--- src/rtl/skf_pkg.sv ---
// ----------------------------------------------------------------------------
// skf_pkg
// Shared types and constants of the scalar kalman filter: register indexes,
// controller states and the command/status bundles between the two halves.
// ----------------------------------------------------------------------------
`default_nettype none

package skf_pkg;

  // error words are unsigned, ERR_W bits with FRAC_BITS fraction bits (q16.16 at the default)
  localparam int ERR_W = 32;

  // configuration register file
  localparam int CFG_IDX_W = 2;
  localparam logic [CFG_IDX_W-1:0] CFG_INIT_EST  = 2'd0;
  localparam logic [CFG_IDX_W-1:0] CFG_INIT_ERR  = 2'd1;
  localparam logic [CFG_IDX_W-1:0] CFG_MEAS_ERR  = 2'd2;

  function automatic logic cfg_index_known(input logic [CFG_IDX_W-1:0] idx);
    return (idx == CFG_INIT_EST) || (idx == CFG_INIT_ERR) || (idx == CFG_MEAS_ERR);
  endfunction

  typedef enum logic [3:0] {
    ST_LOAD,
    ST_DIV_START,
    ST_DIV,
    ST_SET_GAIN,
    ST_IDLE,
    ST_MUL_EST,
    ST_UPD_EST,
    ST_MUL_ERR,
    ST_UPD_ERR,
    ST_FINISH
  } skf_state_t;

  typedef struct packed {
    logic load_state;
    logic capture;
    logic mul_est;
    logic upd_est;
    logic div_start;
    logic div_step;
    logic set_gain;
    logic mul_err;
    logic upd_err;
    logic out_load;
  } skf_cmd_t;

  typedef struct packed {
    logic div_last;
  } skf_status_t;

endpackage

`default_nettype wire

--- src/rtl/skf_sample_if.sv ---
// ----------------------------------------------------------------------------
// skf_sample_if
// Request channel carrying one raw converter sample.
// ----------------------------------------------------------------------------
`default_nettype none

interface skf_sample_if #(
  parameter int SAMPLE_BITS = 12
) ();
  logic                   valid;
  logic                   ready;
  logic [SAMPLE_BITS-1:0] measurement;

  modport source (output valid, output measurement, input ready);
  modport sink   (input valid, input measurement, output ready);
endinterface

`default_nettype wire

--- src/rtl/skf_result_if.sv ---
// ----------------------------------------------------------------------------
// skf_result_if
// Request channel carrying one filter result: estimate, error and gain.
// ----------------------------------------------------------------------------
`default_nettype none

interface skf_result_if #(
  parameter int SAMPLE_BITS = 12,
  parameter int FRAC_BITS   = 16
) ();
  logic                             valid;
  logic                             ready;
  logic [SAMPLE_BITS+FRAC_BITS-1:0] estimate;
  logic [skf_pkg::ERR_W-1:0]        error_estimate;
  logic [FRAC_BITS:0]               gain;

  modport source (output valid, output estimate, output error_estimate, output gain,
                  input ready);
  modport sink   (input valid, input estimate, input error_estimate, input gain,
                  output ready);
endinterface

`default_nettype wire

--- src/rtl/skf_ctrl.sv ---
// ----------------------------------------------------------------------------
// skf_ctrl
// Sequencer of the filter: state reload, per-request step order, divider
// iteration and the output register handshake.
// ----------------------------------------------------------------------------
`default_nettype none

module skf_ctrl (
  input  wire logic                         clk,
  input  wire logic                         rst,
  input  wire logic                         cfg_wr_en,
  input  wire logic [skf_pkg::CFG_IDX_W-1:0] cfg_index,
  input  wire logic                         in_valid,
  output logic                              in_ready,
  output logic                              out_valid,
  input  wire logic                         out_ready,
  output skf_pkg::skf_cmd_t                 cmd,
  input  wire skf_pkg::skf_status_t         status
);

  skf_pkg::skf_state_t state;
  skf_pkg::skf_state_t state_next;
  logic                reload;
  logic                cfg_reload;

  // a write to a known register reloads all state
  assign cfg_reload = cfg_wr_en && skf_pkg::cfg_index_known(cfg_index);

  always_ff @(posedge clk) begin
    if (rst) begin
      state <= skf_pkg::ST_LOAD;
    end else begin
      state <= state_next;
    end
  end

  // remembers whether the running division belongs to a reload
  always_ff @(posedge clk) begin
    if (rst) begin
      reload <= 1'b1;
    end else if (state == skf_pkg::ST_LOAD) begin
      reload <= 1'b1;
    end else if (state == skf_pkg::ST_SET_GAIN) begin
      reload <= 1'b0;
    end
  end

  always_ff @(posedge clk) begin
    if (rst) begin
      out_valid <= 1'b0;
    end else if (cmd.out_load) begin
      out_valid <= 1'b1;
    end else if (out_ready) begin
      out_valid <= 1'b0;
    end
  end

  // next state
  always_comb begin
    state_next = state;
    unique case (state)
      skf_pkg::ST_LOAD:      state_next = skf_pkg::ST_DIV_START;
      skf_pkg::ST_DIV_START: state_next = skf_pkg::ST_DIV;
      skf_pkg::ST_DIV: begin
        if (status.div_last) begin
          state_next = reload ? skf_pkg::ST_SET_GAIN : skf_pkg::ST_MUL_ERR;
        end
      end
      skf_pkg::ST_SET_GAIN:  state_next = skf_pkg::ST_IDLE;
      skf_pkg::ST_IDLE: begin
        if (in_valid && in_ready) begin
          state_next = skf_pkg::ST_MUL_EST;
        end
      end
      skf_pkg::ST_MUL_EST:   state_next = skf_pkg::ST_UPD_EST;
      skf_pkg::ST_UPD_EST:   state_next = skf_pkg::ST_DIV_START;
      skf_pkg::ST_MUL_ERR:   state_next = skf_pkg::ST_UPD_ERR;
      skf_pkg::ST_UPD_ERR:   state_next = skf_pkg::ST_FINISH;
      skf_pkg::ST_FINISH: begin
        if (!out_valid || out_ready) begin
          state_next = skf_pkg::ST_IDLE;
        end
      end
      default:               state_next = skf_pkg::ST_LOAD;
    endcase
    if (cfg_reload) begin
      state_next = skf_pkg::ST_LOAD;
    end
  end

  // outputs
  always_comb begin
    cmd      = '0;
    in_ready = 1'b0;
    unique case (state)
      skf_pkg::ST_LOAD:      cmd.load_state = 1'b1;
      skf_pkg::ST_DIV_START: cmd.div_start  = 1'b1;
      skf_pkg::ST_DIV:       cmd.div_step   = 1'b1;
      skf_pkg::ST_SET_GAIN:  cmd.set_gain   = 1'b1;
      skf_pkg::ST_IDLE: begin
        in_ready    = !cfg_reload;
        cmd.capture = in_valid && !cfg_reload;
      end
      skf_pkg::ST_MUL_EST:   cmd.mul_est    = 1'b1;
      skf_pkg::ST_UPD_EST:   cmd.upd_est    = 1'b1;
      skf_pkg::ST_MUL_ERR:   cmd.mul_err    = 1'b1;
      skf_pkg::ST_UPD_ERR:   cmd.upd_err    = 1'b1;
      skf_pkg::ST_FINISH:    cmd.out_load   = !out_valid || out_ready;
      default: begin
      end
    endcase
  end

endmodule

`default_nettype wire

--- src/rtl/skf_datapath.sv ---
// ----------------------------------------------------------------------------
// skf_datapath
// Configuration registers, filter state, shared signed multiplier,
// restoring gain divider and output register.
// ----------------------------------------------------------------------------
`default_nettype none

module skf_datapath #(
  parameter int SAMPLE_BITS = 12,
  parameter int FRAC_BITS   = 16
) (
  input  wire logic                                  clk,
  input  wire logic                                  rst,
  input  wire logic                                  cfg_wr_en,
  input  wire logic [skf_pkg::CFG_IDX_W-1:0]         cfg_index,
  input  wire logic [((SAMPLE_BITS+FRAC_BITS) > skf_pkg::ERR_W ?
                      (SAMPLE_BITS+FRAC_BITS) : skf_pkg::ERR_W)-1:0] cfg_data,
  input  wire logic [SAMPLE_BITS-1:0]                measurement,
  input  wire skf_pkg::skf_cmd_t                     cmd,
  output skf_pkg::skf_status_t                       status,
  output logic [SAMPLE_BITS+FRAC_BITS-1:0]           res_estimate,
  output logic [skf_pkg::ERR_W-1:0]                  res_error,
  output logic [FRAC_BITS:0]                         res_gain
);

  localparam int EST_W   = SAMPLE_BITS + FRAC_BITS;
  localparam int ERR_W   = skf_pkg::ERR_W;
  localparam int GAIN_W  = FRAC_BITS + 1;
  localparam int INNOV_W = EST_W + 1;
  localparam int SUM_W   = ERR_W + 1;
  localparam int REM_W   = ERR_W + 2;
  localparam int MA_W    = GAIN_W + 1;
  localparam int MB_W    = (INNOV_W > SUM_W) ? INNOV_W : SUM_W;
  localparam int P_W     = MA_W + MB_W;
  localparam int CNT_W   = $clog2(FRAC_BITS + 1);

  localparam logic [EST_W-1:0]  INIT_EST_RST = EST_W'(64'd1024 << FRAC_BITS);
  localparam logic [ERR_W-1:0]  INIT_ERR_RST = ERR_W'(64'd2 << FRAC_BITS);
  localparam logic [GAIN_W-1:0] ONE_Q        = {1'b1, {FRAC_BITS{1'b0}}};

  // configuration
  logic [EST_W-1:0] init_est;
  logic [ERR_W-1:0] init_err;
  logic [ERR_W-1:0] meas_err;

  // filter state
  logic [EST_W-1:0]  est_value;
  logic [ERR_W-1:0]  est_error;
  logic [GAIN_W-1:0] gain_reg;

  // working registers
  logic signed [INNOV_W-1:0] innov;
  logic signed [P_W-1:0]     prod;
  logic [REM_W-1:0]          rem;
  logic [SUM_W-1:0]          dsum;
  logic [GAIN_W-1:0]         quot;
  logic [CNT_W-1:0]          cnt;

  logic signed [MA_W-1:0]    mul_a;
  logic signed [MB_W-1:0]    mul_b;
  logic signed [P_W-1:0]     prod_sh;
  logic signed [EST_W+1:0]   est_sum;
  logic [EST_W-1:0]          est_sat;
  logic                      div_ge;
  logic [REM_W-1:0]          div_diff;
  logic [GAIN_W-1:0]         gain_q;

  always_ff @(posedge clk) begin
    if (rst) begin
      init_est <= INIT_EST_RST;
      init_err <= INIT_ERR_RST;
      meas_err <= INIT_ERR_RST;
    end else if (cfg_wr_en) begin
      unique case (cfg_index)
        skf_pkg::CFG_INIT_EST: init_est <= cfg_data[EST_W-1:0];
        skf_pkg::CFG_INIT_ERR: init_err <= cfg_data[ERR_W-1:0];
        skf_pkg::CFG_MEAS_ERR: meas_err <= cfg_data[ERR_W-1:0];
        default: begin
        end
      endcase
    end
  end

  // shared multiplier operands: gain times innovation, or (1 - gain) times error
  always_comb begin
    if (cmd.mul_err) begin
      mul_a = $signed({1'b0, ONE_Q - gain_q});
      mul_b = $signed({{(MB_W-ERR_W){1'b0}}, est_error});
    end else begin
      mul_a = $signed({1'b0, gain_reg});
      mul_b = MB_W'(innov);
    end
  end

  // floor of the signed product, then clamp to the estimate range
  assign prod_sh = prod >>> FRAC_BITS;
  assign est_sum = $signed({2'b00, est_value}) + $signed(prod_sh[EST_W+1:0]);

  always_comb begin
    if (est_sum[EST_W+1]) begin
      est_sat = '0;
    end else if (est_sum[EST_W]) begin
      est_sat = '1;
    end else begin
      est_sat = est_sum[EST_W-1:0];
    end
  end

  // restoring division, one quotient bit a cycle
  assign div_ge   = rem >= {1'b0, dsum};
  assign div_diff = div_ge ? (rem - {1'b0, dsum}) : rem;
  assign gain_q   = (dsum == '0) ? '0 : quot;

  assign status.div_last = (cnt == CNT_W'(FRAC_BITS));

  always_ff @(posedge clk) begin
    if (cmd.load_state) begin
      est_value <= init_est;
      est_error <= init_err;
    end
    if (cmd.capture) begin
      innov <= $signed({1'b0, measurement, {FRAC_BITS{1'b0}}}) - $signed({1'b0, est_value});
    end
    if (cmd.mul_est || cmd.mul_err) begin
      prod <= mul_a * mul_b;
    end
    if (cmd.upd_est) begin
      est_value <= est_sat;
    end
    if (cmd.div_start) begin
      rem  <= {2'b00, est_error};
      dsum <= {1'b0, est_error} + {1'b0, meas_err};
      quot <= '0;
      cnt  <= '0;
    end else if (cmd.div_step) begin
      rem  <= {div_diff[REM_W-2:0], 1'b0};
      quot <= {quot[GAIN_W-2:0], div_ge};
      cnt  <= cnt + 1'b1;
    end
    if (cmd.set_gain || cmd.mul_err) begin
      gain_reg <= gain_q;
    end
    if (cmd.upd_err) begin
      est_error <= prod[FRAC_BITS+ERR_W-1:FRAC_BITS];
    end
    if (cmd.out_load) begin
      res_estimate <= est_value;
      res_error    <= est_error;
      res_gain     <= gain_reg;
    end
  end

endmodule

`default_nettype wire

--- src/rtl/scalar_kalman_filter_top.sv ---
// ----------------------------------------------------------------------------
// scalar_kalman_filter_top
// Fixed-point scalar kalman filter without process noise, one result per
// raw converter sample.
// ----------------------------------------------------------------------------
// usage
//   sample: request channel with one unsigned raw sample per request
//   result: request channel with updated estimate (q12.16), estimate error
//     (q16.16) and the newly formed gain (q1.16, one is 1 << FRAC_BITS)
//   cfg_*: write-only port; index 0 initial estimate, 1 initial error,
//     2 measurement error; a write to any of them reloads the filter state
// sequence
//   one sample at a time: a new one is taken only once the last result has
//     gone to the output register; a FRAC_BITS + 1 step restoring divider forms the gain
//   per sample: estimate update with the held gain, new gain, error update, output load
// reset
//   configuration returns to 1024.0 / 2.0 / 2.0, then a reload forms the
//     starting gain; no sample is taken meanwhile
// stall
//   a finished result sits in the output register; the next sample is still
//     taken and worked on, and only its final write-back waits for the slot
// ----------------------------------------------------------------------------
`default_nettype none

module scalar_kalman_filter_top #(
  parameter int SAMPLE_BITS = 12,
  parameter int FRAC_BITS   = 16
) (
  input  wire logic                          clk,
  input  wire logic                          rst,
  input  wire logic                          cfg_wr_en,
  input  wire logic [skf_pkg::CFG_IDX_W-1:0] cfg_index,
  input  wire logic [((SAMPLE_BITS+FRAC_BITS) > skf_pkg::ERR_W ?
                      (SAMPLE_BITS+FRAC_BITS) : skf_pkg::ERR_W)-1:0] cfg_data,
  skf_sample_if.sink                         sample,
  skf_result_if.source                       result
);

  // command and status bundles between sequencer and datapath
  skf_pkg::skf_cmd_t    cmd;
  skf_pkg::skf_status_t status;

  skf_ctrl u_ctrl (
    .clk       (clk),
    .rst       (rst),
    .cfg_wr_en (cfg_wr_en),
    .cfg_index (cfg_index),
    .in_valid  (sample.valid),
    .in_ready  (sample.ready),
    .out_valid (result.valid),
    .out_ready (result.ready),
    .cmd       (cmd),
    .status    (status)
  );

  // state, multiplier, divider and output register
  skf_datapath #(
    .SAMPLE_BITS (SAMPLE_BITS),
    .FRAC_BITS   (FRAC_BITS)
  ) u_datapath (
    .clk          (clk),
    .rst          (rst),
    .cfg_wr_en    (cfg_wr_en),
    .cfg_index    (cfg_index),
    .cfg_data     (cfg_data),
    .measurement  (sample.measurement),
    .cmd          (cmd),
    .status       (status),
    .res_estimate (result.estimate),
    .res_error    (result.error_estimate),
    .res_gain     (result.gain)
  );

endmodule

`default_nettype wire
--- src/flat_wrapper.sv ---
// flat-port wrapper written by rule: the top's interface ports become plain ports
module scalar_kalman_filter_top_flat 
#(
  parameter int SAMPLE_BITS = 12,
  parameter int FRAC_BITS   = 16
)
  (clk, rst, cfg_wr_en, cfg_index, cfg_data, sample_valid, sample_measurement, sample_ready, result_valid, result_estimate, result_error_estimate, result_gain, result_ready);
  skf_sample_if #(.SAMPLE_BITS(SAMPLE_BITS)) sample_i ();
  skf_result_if #(.SAMPLE_BITS(SAMPLE_BITS), .FRAC_BITS(FRAC_BITS)) result_i ();
  input  wire logic clk;
  input  wire logic rst;
  input  wire logic cfg_wr_en;
  input  wire logic [skf_pkg::CFG_IDX_W-1:0] cfg_index;
  input  wire logic [((SAMPLE_BITS+FRAC_BITS) > skf_pkg::ERR_W ?
                      (SAMPLE_BITS+FRAC_BITS) : skf_pkg::ERR_W)-1:0] cfg_data;
  input wire logic [$bits(sample_i.valid)-1:0] sample_valid;
  input wire logic [$bits(sample_i.measurement)-1:0] sample_measurement;
  output wire logic [$bits(sample_i.ready)-1:0] sample_ready;
  output wire logic [$bits(result_i.valid)-1:0] result_valid;
  output wire logic [$bits(result_i.estimate)-1:0] result_estimate;
  output wire logic [$bits(result_i.error_estimate)-1:0] result_error_estimate;
  output wire logic [$bits(result_i.gain)-1:0] result_gain;
  input wire logic [$bits(result_i.ready)-1:0] result_ready;
  assign sample_i.valid = sample_valid;
  assign sample_i.measurement = sample_measurement;
  assign sample_ready = sample_i.ready;
  assign result_valid = result_i.valid;
  assign result_estimate = result_i.estimate;
  assign result_error_estimate = result_i.error_estimate;
  assign result_gain = result_i.gain;
  assign result_i.ready = result_ready;
  scalar_kalman_filter_top #(.SAMPLE_BITS(SAMPLE_BITS), .FRAC_BITS(FRAC_BITS)) u_core (.clk(clk), .rst(rst), .cfg_wr_en(cfg_wr_en), .cfg_index(cfg_index), .cfg_data(cfg_data), .sample(sample_i), .result(result_i));
endmodule
--- config.mk ---
export PLATFORM = sky130hd
export DESIGN_NAME = scalar_kalman_filter_top_flat
export DESIGN_NICKNAME = d
export VERILOG_FILES = /design/src/rtl/skf_pkg.sv /design/src/rtl/skf_sample_if.sv /design/src/rtl/skf_result_if.sv /design/src/rtl/skf_ctrl.sv /design/src/rtl/skf_datapath.sv /design/src/rtl/scalar_kalman_filter_top.sv /design/src/flat_wrapper.sv
export SDC_FILE = /design/constraint.sdc
export NUM_CORES = 2
export LEC_CHECK = 0
export BUFFER_PORTS_ARGS = -buffer_cell sky130_fd_sc_hd__buf_2
export CORE_AREA = 3 3 356 358
export DETAILED_ROUTE_END_ITERATION = 6
export DIE_AREA = 0 0 359 361
export SYNTH_ARGS = -nofsm -noshare
export SYNTH_HDL_FRONTEND = slang
export SYNTH_SLANG_ARGS = --single-unit
export TNS_END_PERCENT = 20
--- constraint.sdc ---
create_clock -name clk -period 10.5 [get_ports clk]
set_clock_uncertainty 0.1 [all_clocks]
set_input_delay 1.575 -clock clk [delete_from_list [all_inputs] [get_ports clk]]
set_output_delay 1.575 -clock clk [all_outputs]
set_load 0.005 [all_outputs]
# [Yosys cells after proc, flatten, opt, wreduce, memory -nomap -nowiden]
# Cells that the tools add are included.
[word_totals] wordCells=96 ram_bits=0 reg_bits=418 in_bits=51 latch_bits=0 mem_count=0 romBits=0
[op_classes] n_reduce_logical=24 shift=0 add_sub_neg=6 n_bitwise=0 div_mod_pow=0 n_eq_ne=15 muxes=30 n_lt_le_gt_ge=1 mul=1
[ops] cell="$mux 32" count=4
[ops] cell="$mux 28" count=4
[ops] cell="$mux 33" count=2
[ops] cell="$mul 18x33->48" count=1
[ops] cell="$pmux 4 s9" count=1
[ops] cell="$ge 34x33->1" count=1
[ops] cell="$mux 17" count=2
[ops] cell="$add 32x32->33" count=1
[ops] cell="$logic_not 33->1" count=1
[ops] cell="$sub 33x33->33" count=1
[ops] cell="$add 29x30->30" count=1
[ops] cell="$sub 28x28->29" count=1
[ops] cell="$sub 17x17->17 const A" count=1
[ops] cell="$eq 4x3->1 const B" count=4
[ops] cell="$mux 1" count=13
[ops] cell="$mux 4" count=3
[ops] cell="$eq 4x2->1 const B" count=2
[ops] cell="$eq 4x4->1 const B" count=2
[ops] cell="$reduce_bool 2->1" count=4
[ops] cell="$reduce_and 2->1" count=3
[ops] cell="$reduce_or 2->1" count=3
[ops] cell="$add 5x1->5 const B" count=1
[ops] cell="$eq 5x5->1 const B" count=1
[ops] cell="$logic_or 1x1->1" count=5
[ops] cell="11 further kinds" count=15

# [Longest topological paths before layout]
[depth] ltp_word=9 ltp_mapped=37 ltp_nobuf=34

# [Hierarchy]
# A second synthesis with hierarchy kept.
[unflattened] cells_unflattened=4073 hier_area_um2=38841.0
[by_module_without_submodules] mod="skf_datapath" instances=1 cells_per_inst=4016 area_per_inst_um2=38355.5
[by_module_without_submodules] mod="skf_ctrl" instances=1 cells_per_inst=57 area_per_inst_um2=485.5

# [Worst setup path before layout]
# Ideal clock, no wire load.
[synth_path] path_kind="register -> register" start="register u_core.u_datapath.dsum[5]" end="register u_core.u_datapath.prod[42], data pin" period_less_slack_ns=8.732 arrival_ns=8.366 setup_slack_ns=1.768 n_path_buf=3 path_stages_with_launch=35 cell_sequence="edfxtp_1 nor4_1 nand4_1 or4_1 clkbuf_1 nand2_1 ha_1 clkbuf_1 o21a_1 a311oi_1 a21oi_1 clkbuf_1 nor2_1 fa_1 inv_1 fa_1 fa_1 inv_1 fa_1 fa_1 inv_1 fa_1 inv_1 ha_1 a21oi_1 o21ai_1 a2111oi_0 o21bai_1 a221oi_1 a21o_1 a211o_1 a21oi_1 nor4_1 nor3_1 xor2_1"
[synth_via] elab_chain_cells=5
[synth_lines] element="start, declared" line="skf_datapath.sv:55" source="logic [SUM_W-1:0] dsum;"
[synth_lines] element="start signal, assigned" line="skf_datapath.sv:132" source="dsum <= {1'b0, est_error} + {1'b0, meas_err};"
[synth_lines] element="$logic_not 33->1" line="skf_datapath.sv:112" source="assign gain_q = (dsum == '0) ? '0 : quot;"
[synth_lines] element="$mux 17" line="skf_datapath.sv:112"
[synth_lines] element="$sub 17x17->17" line="skf_datapath.sv:87" source="mul_a = $signed({1'b0, ONE_Q - gain_q});"
[synth_lines] element="$mux 17" line="skf_datapath.sv:86" source="if (cmd.mul_err) begin"
[synth_lines] element="$mul 18x33->48" line="skf_datapath.sv:125" source="prod <= mul_a * mul_b;"
[synth_lines] element="end signal, assigned" line="skf_datapath.sv:125"
[synth_lines] element="end, declared" line="skf_datapath.sv:53" source="logic signed [P_W-1:0] prod;"
# No other way between the ends.
# A chain may end at the register's enable or synchronous reset.

# [Worst setup path after layout]
[layout_path] start="register u_core.u_datapath.dsum[31]" end="register u_core.u_datapath.prod[47], data pin"
# The elaborated chain is that of the path after synthesis.

==> results.yml <==
worst_setup_path:
  worstRegToRegCells: 33
  slowest_stage: "or4_1"
  timing.rr.start: "u_core.u_datapath.dsum[31]$_DFFE_PP_"
  crit_buf_inv: 5
  crit_family: "adder cells"
  startpoint: "u_core.u_datapath.dsum[31]$_DFFE_PP_"
  critPathMaxStageDelay_ps: 710
  critPathKind: "reg2reg"
  cp.required_ps: 10740
  crit_cells: 33
  cp_common_cell: "fa_1"
  end_kind: "register"
  r2r_end: "u_core.u_datapath.prod[47]$_DFFE_PP_"
  ff2ff_setup_slack_ps: 490
  startpoint_type: "register"
  worstPathArrival_ps: 10250
  cp-endpoint: "u_core.u_datapath.prod[47]$_DFFE_PP_"
  path_max_fanout: 18
grt:
  grt_max_degree: 96
  grtUsageTotal_pct: 18.0
  grt_pass1_wl_um: 179000
  antenna_found_initial: 6
  grt.overflow.total: 0
  grt_pass1_vias: 29100
finish:
  largest_register_ffs: 34
  final_cells: 5871
  reg.largest.list: "u_core.u_datapath.rem (34), u_core.u_datapath.dsum (33)"
  drive_gt1_share_pct: 8.46
  regArea_um2: 10900
  multiInputGateArea_um2: 24500
  n_antenna_cell: 0
  area_growth_pct: 11.4
  nNetsFinal: 4984
  num-fill-cells: 12800
  top_register: "u_core.u_datapath.rem"
  utilization_pct: 34.5
power_and_ir_drop:
  p_leak_nw: 19.6
  powerDensity_nw_per_um2: 139
  vdd_ir_drop_max_v: 0.000121
sta:
  setup_viol: 0
  relSlewSlack_pct: 25.1
  min_period_ps: 10010
  finalMaxSlewViolations: 0
  finalCritPeriodShare_pct: 95.3
  final_hold_viol_count: 0
  rsz0062_at_grt: "no"
  fmax_ghz: 0.0999
  worst_slack_ps: 491
  worst_pin_slew_ps: 1120
  finalSetupTns_ps: 0
floorplan:
  num_rows: 129
  die_area_um2: 130000
  die_h_um: 361
  die_w_um: 359
  ios: 130
  start_util_pct: 31.0
  core_area_um2: 124000
placement:
  dp_hpwl_um: 93200
  pre_cts_slack_ps: 437
  dp.cells: 5785
  place_congestion: 0.913
  portBuffers: 129
min_path:
  hold_class: "reg2reg"
  min_from: "u_core.u_datapath.init_err[1]$_SDFFE_PP0P_"
  hold_depth: 2
clock_network:
  clkTransAtPathRegs_ps: 60
  cts.sinks: 402
  clock_latency_ps: 610
  htreeDepth: 2
  cts-root-buf: "clkbuf_16"
  cts_tree: "done"
  cts_buffers: 46
  postCtsHoldBufs: 0
  cts.path.max_buffers: 3
yosys:
  synth_edf_count: 280
  yosysSeqAreaShare_pct: 28.3
  syn_area_um2: 38300
  synth_fp_nets: 4880
  yosysUniqueCellTypes: 79
  synthArstFlopShare_pct: 0
  avgSynthCellArea_um2: 9.36
  ys_ff_latch: 402
  synth_warnings: 0
  synthFlopType: "edfxtp_1"
  synthCells: 4093
routing:
  wl_met1_um: 50600
  wl_met3_um: 10400
  highest_layer: "met5"
  ant_nets: 0
  drt_iter0_markers: 2326
  wl_per_cell_um: 19.8
  route.met2.wl_um: 51200
  num_vias: 29100
  viasPerCell: 4.95
  drt_pass1_iterations: 6
  totalWireLength_um: 117000
  drc: 0
job:
  maxCapViolCount: 0
run_status:
  outcome: "finished, final reports clean"
==> layer usage <==
metal	up-vias	global-route usage (%)
met5	-	0
met4	8	6.22
met3	208	4.18
met2	1147	27.5
met1	14400	24.9
li1	13300	-
==> cells in the final DEF, fill, tap and decap left out, types with 19 or more instances in the layout <==
cell type    n
mux2i_1     28
nand3_1     29
o21ai_1     36
a31oi_1     27
nor3_1      31
a21oi_1    225
and2_1      36
nand2_1    752
inv_1      650
mux2_2      33
nand4_1     19
ha_1       219
dfxtp_1    122
o21ai_0     51
clkbuf_16   48
nand2b_1    26
nor4_1      19
nor2_1     352
xor2_1      51
o21a_1      34
buf_2      129
edfxtp_1   280
nor2b_1     23
a21o_1      72
fa_1       517
xnor2_1    102
a22oi_1     21
buf_4       82
==> what timing repair did <==
action,4_1_cts,5_1_grt
setup buffers,0,1
gates resized for setup,0,4
setup endpoints to repair,0,6
==> power by group <==
group | total (W) | switching [W] | internal, W
sequential | 0.00203 | 0.000119 | 0.00191
combinational | 0.00230 | 0.00135 | 0.000950
clock | 0.00161 | 0.000694 | 0.000913
total | 0.00594 | 0.00217 | 0.00377
==> tightest hold or removal path, cell delays in order (launching register included) <==
cell,delay (ps)
dfxtp_1,300
nand2_1,50
a21oi_1,50
==> kinds of logic (layout without fill, tap and decap cells) <==
group / after synthesis / in the layout / synth area share, %
simple gates: 1358 / 1358 / 14.9
buf+inv: 815 / 956 / 8.07
fa+ha+maj: 736 / 736 / 34.2
compound gates: 566 / 566 / 9.26
flops: 402 / 402 / 28.3
xor+xnor: 153 / 153 / 3.50
mux: 63 / 63 / 1.77
==> how the worst min path moves through the flow <==
stage                                                   to  slack [ps]
2_1_floorplan   u_core.u_datapath.init_err[0]$_SDFFE_PP0P_         330
3_3_place_gp   u_core.u_datapath.init_err[13]$_SDFFE_PP0P_         340
3_5_place_dp    u_core.u_datapath.init_err[1]$_SDFFE_PP0P_         340
4_1_cts         u_core.u_datapath.init_err[1]$_SDFFE_PP0P_         350
5_1_grt        u_core.u_datapath.init_err[25]$_SDFFE_PP0P_         370
6_report        u_core.u_datapath.init_err[1]$_SDFFE_PP0P_         350
==> area by class of cell <==
cell class | instances | share of cell area [%]
Clock buffer | 71 | 3.16
Clock inverter | 14 | 0.302
Inverter | 655 | 5.76
Multi-Input combinational cell | 2876 | 57.3
Sequential cell | 402 | 25.4
Tap cell | 1637 | 4.80
Timing Repair Buffer | 216 | 3.19
==> Yosys cell counts, types with 36 or more instances <==
cell / n / area (um^2)
nor2_1: 354 / 1330
o21ai_0: 54 / 270
inv_1: 651 / 2440
dfxtp_1: 122 / 2440
a21oi_1: 226 / 1130
nand2_1: 753 / 2830
ha_1: 219 / 2740
xnor2_1: 102 / 893
a21o_1: 72 / 541
xor2_1: 51 / 447
edfxtp_1: 280 / 8410
and2_1: 36 / 225
fa_1: 517 / 10300
clkbuf_1: 139 / 522
==> metrics by stage <==
step	cell area [um^2]	hold slack (ps)	total power [W]
3_3_place_gp	41200	340	0.00433
3_5_place_dp	41200	344	0.00434
2_1_floorplan	38300	334	0.00371
5_1_grt	42700	370	0.00636
6_report	42700	351	0.00594
4_1_cts	42600	352	0.00598
(Power assumes the default switching activity.)
